### config.mk
export PLATFORM = sky130hd
export DESIGN_NAME = bmhq_cmp
export DESIGN_NICKNAME = d
export VERILOG_FILES = /design/src/design/bmhq_pkg.sv /design/src/design/bmhq_cmp.sv
export SDC_FILE = /design/constraint.sdc
export NUM_CORES = 1
export LEC_CHECK = 0
export ABC_AREA = 0
export BUFFER_PORTS_ARGS = -buffer_cell sky130_fd_sc_hd__buf_4
export CORE_MARGIN = 10
export CORE_UTILIZATION = 38
export DETAILED_ROUTE_END_ITERATION = 10
export GPL_TIMING_DRIVEN = 0
export PLACE_DENSITY = 0.82
export RECOVER_POWER = 25
export SLEW_MARGIN = 25
export SYNTH_ARGS = -nofsm -noshare
export SYNTH_HDL_FRONTEND = slang
export SYNTH_SLANG_ARGS = --single-unit
export TNS_END_PERCENT = 20
### constraint.sdc
create_clock -name vclk -period 2
set_input_delay 0.3 -clock vclk [all_inputs]
set_output_delay 0.3 -clock vclk [all_outputs]
set_load 0.1 [all_outputs]
### src/design/bmhq_pkg.sv
// shared types and constants for the binary min-heap queue
// used by bmhq_cmp and binary_min_heap_queue; no dependencies
`timescale 1ns / 1ps
`default_nettype none

package bmhq_pkg;

    localparam int CAPACITY = 1024;
    localparam int ADDR_W   = $clog2(CAPACITY);
    localparam int CNT_W    = $clog2(CAPACITY + 1);
    localparam int IDX_W    = CNT_W + 1;
    localparam int ENTRY_W  = 64;
    localparam int TOTAL_W  = 11;

    typedef enum logic [1:0] {
        KIND_INSERT = 2'd0,
        KIND_REMOVE = 2'd1,
        KIND_PEEK   = 2'd2
    } kind_e;

    typedef enum logic [1:0] {
        ST_OK    = 2'd0,
        ST_FULL  = 2'd1,
        ST_EMPTY = 2'd2
    } status_e;

    typedef enum logic [2:0] {
        S_IDLE,
        S_RD_LAST,
        S_UP_CHK,
        S_UP_WAIT,
        S_DN_CHK,
        S_DN_WAIT,
        S_DN_CMP2,
        S_DONE
    } state_e;

    typedef struct packed {
        logic [1:0]  kind;
        logic [31:0] key;
        logic [15:0] value_first;
        logic [15:0] value_second;
    } in_item_t;

    typedef struct packed {
        logic [31:0]        out_key;
        logic [15:0]        out_value_first;
        logic [15:0]        out_value_second;
        logic [1:0]         status;
        logic [TOTAL_W-1:0] entry_total;
    } out_item_t;

endpackage

`default_nettype wire

### src/design/bmhq_cmp.sv
// shared entry comparator: unsigned less-than over packed heap entries
// depends on bmhq_pkg
`timescale 1ns / 1ps
`default_nettype none

module bmhq_cmp (
    input  wire logic [bmhq_pkg::ENTRY_W-1:0] a,
    input  wire logic [bmhq_pkg::ENTRY_W-1:0] b,
    output logic                              lt
);

    // key, then first value, then second value: plain unsigned order of the word
    assign lt = (a < b);

endmodule

`default_nettype wire

* Word level (Yosys, flattened, before mapping)
Index checks and enable logic that the tools add are counted.
Word-level totals: flip-flop bits (word level) 0, bits in latches 0, RAM bits 0, ROM bits 0, bits of input ports 128, output and inout bits 1, logic and storage cells 1, memories kept 0
Operators by class: add/subtract/negate cells 0, $mul 0, div/mod/pow operators 0, $lt $le $gt $ge 1, equal/unequal tests 0, shift-type cells 0, multiplexer cells 0, bitwise gates (word level) 0, reduce and logical (&&, ||, !) cells 0
Operators with widths (count):
- 64-bit less-than comparator | 1

* Logic depth before layout (Yosys ltp)
word-level depth 1, depth in mapped cells 8, depth with buffers taken out 8

* Least setup slack after synthesis
Ideal clock, no wire load.
path type input to output, from input port b[38] (netlist bit), to output port lt, data arrival time 2.367 ns, data required time 1.700 ns, path slack -0.667 ns, stages 8, path buffers 0, cell sequence inv_1 > ha_1 > a21o_1 > a221o_1 > a211oi_2 > a32oi_1 > a31oi_1 > o31a_1
On the way: longest elaborated chain between the ends 1
Ends and longest elaborated chain:
- start: declaration | RTL line bmhq_cmp.sv:8 | input wire logic [bmhq_pkg::ENTRY_W-1:0] b,
- 64-bit less-than comparator | RTL line bmhq_cmp.sv:13 | assign lt = (a < b);
- end: declaration | RTL line bmhq_cmp.sv:9 | output logic lt
Every way passes these cells.

* Worst setup path in the final report
from input port a[26] (netlist bit), to output port lt
On the way: longest elaborated chain between the ends 1
Ends and longest elaborated chain:
- start: declaration | RTL line bmhq_cmp.sv:7 | input wire logic [bmhq_pkg::ENTRY_W-1:0] a,
- 64-bit less-than comparator | RTL line bmhq_cmp.sv:13
Every way passes these cells.

==> reports/metrics.json <==
{
  "floorplan": {
    "floorplan.initialDensity_pct": 39.5,
    "total_die_area_sq_um": 7180,
    "die-height_um": 84.7,
    "top_level_ports": 129,
    "die_width_um": 84.7,
    "core-area_sq_um": 4030,
    "num_rows": 23
  },
  "finish": {
    "layout.clock_buffers": 0,
    "syn_to_final_growth_pct": 79.6,
    "final-seq-area_sq_um": 0,
    "nets": 551,
    "layout.sequential_cells": 0,
    "stdcell_area_sq_um": 2860,
    "n_antenna_cell": 0,
    "drive_above_1_share_pct": 43.9,
    "fill_cells": 357,
    "post-route-util_pct": 70.9
  },
  "placed_design": {
    "place_area_sq_um": 2690,
    "place_worst_setup_slack_ns": -0.567,
    "gpl.final_weighted_congestion": 0.795,
    "half_perimeter_wire_length_after_placement_mm": 5.32,
    "port_buffers": 129
  },
  "synthesis": {
    "yosysUniqueCellTypes": 30,
    "top_count_cell_post_synth": "sky130_fd_sc_hd__inv_1",
    "post_synth_instance_area_sq_um": 1590,
    "syn_avg_cell_area_sq_um": 6.98,
    "post_synth_main_area_contributors": "sky130_fd_sc_hd__ha_1 (50%), sky130_fd_sc_hd__inv_1 (15%), sky130_fd_sc_hd__a21oi_1 (8.2%), sky130_fd_sc_hd__nand2_1 (4.7%), sky130_fd_sc_hd__o21ai_0 (2.5%)",
    "synth_largest_area_cell": "sky130_fd_sc_hd__ha_1",
    "seq_area_frac_synth_pct": 0,
    "synthesis.yosys.warnings": 0,
    "synth_common_cells": "sky130_fd_sc_hd__inv_1 (64), sky130_fd_sc_hd__ha_1 (63), sky130_fd_sc_hd__a21oi_1 (26), sky130_fd_sc_hd__nand2_1 (20), sky130_fd_sc_hd__o21ai_0 (8)",
    "post_syn_nets": 419,
    "synth_largest_type_area_fraction_pct": 49.5,
    "postSynthCellCount": 228
  },
  "drt": {
    "antenna_left": 0,
    "dr_total_vias": 2002,
    "post_drt_via_cell_ratio": 4.91,
    "dr.first_iter.drc_count": 31,
    "routedWlPerCell_um": 14.4,
    "firstDrtPassIters": 3,
    "wl_mm": 5.87,
    "drc": 0
  },
  "grt": {
    "gr-total-overflow": 0,
    "grt_pass1_vias": 2201,
    "first_pass_grt_wire_length_mm": 9.29,
    "grt_start_max_net_pins": 4,
    "grt_antenna_before_repair": 0,
    "gr-usage-all-layers_pct": 14.8
  },
  "pwr": {
    "total_switching_power_mw": 0.239,
    "vdd_ir_drop_max_uv": 99.6,
    "p_comb_share_pct": 100.0,
    "share_clk_of_total_power_pct": 0,
    "p_sw_share_pct": 42.3,
    "intPower_mw": 0.327,
    "power_density_nw_per_um2": 198,
    "power.sequential.fraction_pct": 0,
    "cellLeakagePower_nw": 1.69
  },
  "sta": {
    "tightest_slew_ns": 0.295,
    "unrepaired_setup_endpoints_after_global_routing": "yes",
    "period_minus_slack_ns": 2.29,
    "timing.hold.ws_ns": 1.20,
    "setup_violations": 1,
    "setup_ws_ns": -0.285,
    "final.period_utilization_pct": 114,
    "slew_viol_final": 0,
    "maxClockFrequency_mhz": 438,
    "relSlewSlack_pct": 80.3,
    "timing.final.hold_violations": 0
  },
  "job": {
    "cap_viol_max_count": 0
  },
  "critical_path": {
    "critical_path_required_ns": 1.70,
    "worst_ep_arrival_time_ns": 1.99,
    "critPathMaxFanout": 2,
    "path_class": "in2out",
    "worst_setup_path_start_kind": "primary input",
    "critPathCaptureType": "output pin"
  },
  "min_path": {
    "worst_hold_path_ep": "lt",
    "hold-path-cell-count": 5,
    "worstHoldStart": "a[62]",
    "hold_class": "in2out"
  },
  "run_status": {
    "status": "complete, but fails checks",
    "violations": "negative setup slack"
  },
  "clock_tree": {
    "cts_hold_buf": 0
  }
}
==> power groups by stage <==
stage / combinational, mW / clock (mW) / sequential, mW
floorplan: 0.255 / 0 / 0
global placement: 0.496 / 0 / 0
detailed placement: 0.515 / 0 / 0
CTS: 0.538 / 0 / 0
global route: 0.644 / 0 / 0
finish: 0.566 / 0 / 0
==> per-stage QoR <==
stage	instances	power [mW]	TNS, ns
final	408	0.566	-0.285
after global routing	408	0.644	-0.385
after CTS	408	0.538	-0.322
after detailed placement	407	0.515	-0.567
after global placement	407	0.496	-0.540
after floorplan	228	0.255	-0.0923
==> critical path, cell delays in order <==
cell,delay [ns]
sky130_fd_sc_hd__buf_4,0.12
sky130_fd_sc_hd__ha_4,0.25
sky130_fd_sc_hd__nand4_1,0.17
sky130_fd_sc_hd__nor4_4,0.35
sky130_fd_sc_hd__a22oi_1,0.13
sky130_fd_sc_hd__o211ai_1,0.12
sky130_fd_sc_hd__a31oi_2,0.07
sky130_fd_sc_hd__o31a_4,0.30
sky130_fd_sc_hd__buf_12,0.16
==> worst max path at each step <==
stage	start	endpoint	depth (start not counted)
final	a[26]	lt	9
after CTS	a[38]	lt	9
after global placement	a[1]	lt	8
after global routing	b[27]	lt	10
after detailed placement	a[1]	lt	8
after floorplan	b[39]	lt	8
==> placed cells by master, fill, tap and decap left out <==
cell	Yosys	final
sky130_fd_sc_hd__inv_2	0	3
sky130_fd_sc_hd__inv_4	0	2
sky130_fd_sc_hd__nand3_2	1	2
sky130_fd_sc_hd__o21ai_0	8	8
sky130_fd_sc_hd__nand2b_1	2	2
sky130_fd_sc_hd__ha_4	0	9
sky130_fd_sc_hd__o21ai_1	1	1
sky130_fd_sc_hd__nor4_4	0	2
sky130_fd_sc_hd__nand2_1	20	20
sky130_fd_sc_hd__nand3_1	6	5
sky130_fd_sc_hd__buf_12	0	1
sky130_fd_sc_hd__buf_8	0	1
sky130_fd_sc_hd__o21a_1	1	1
sky130_fd_sc_hd__buf_6	0	4
sky130_fd_sc_hd__a22oi_1	1	1
sky130_fd_sc_hd__a221o_1	1	1
sky130_fd_sc_hd__nor2_1	7	7
sky130_fd_sc_hd__a21o_1	2	2
sky130_fd_sc_hd__nand4_1	6	6
sky130_fd_sc_hd__nor2_2	1	1
sky130_fd_sc_hd__nor3_2	0	1
sky130_fd_sc_hd__nand4b_1	1	1
sky130_fd_sc_hd__a211oi_1	1	1
sky130_fd_sc_hd__ha_1	63	54
sky130_fd_sc_hd__and4_1	4	3
sky130_fd_sc_hd__buf_4	0	124
sky130_fd_sc_hd__o32a_1	1	1
sky130_fd_sc_hd__and4_4	0	1
sky130_fd_sc_hd__a32oi_1	1	1
sky130_fd_sc_hd__a211oi_2	1	1
sky130_fd_sc_hd__o211ai_1	1	1
sky130_fd_sc_hd__a31oi_1	2	1
sky130_fd_sc_hd__and3_4	0	1
sky130_fd_sc_hd__inv_12	0	1
sky130_fd_sc_hd__a31oi_2	0	1
sky130_fd_sc_hd__inv_1	64	58
sky130_fd_sc_hd__a2111oi_2	0	1
sky130_fd_sc_hd__a21oi_1	26	26
sky130_fd_sc_hd__o31a_4	0	1
==> final cells by class <==
class              count  area, sq um  share of cell area, %
multi-input cells    164         1530                   53.4
repair buffers       130         1010                   35.4
inverters             64          258                   9.02
well taps             50         62.6                   2.19
==> kinds of logic (layout without fill, tap and decap cells) <==
kind of cell	after synthesis	count (layout)	synth area share [%]
fa+ha+maj	63	63	49.5
buf+inv	64	194	15.1
simple gates	52	52	17.1
compound gates	49	49	18.3
==> repair_timing <==
action	4_1_cts	5_1_grt
pin swaps	9	7
gates resized for setup	12	15
endpoints found under the setup margin	1	1
setup buffers	1	0
gates cloned	0	0
==> layer usage <==
layer	global-route usage, %	wire, um	share of wire, %
met5	0	0	0
met4	1.65	56	0.95
met1	14.6	2080	35
met2	29.6	3230	55
met3	5.02	506	8.6
Power figures use the tool's default switching activity.
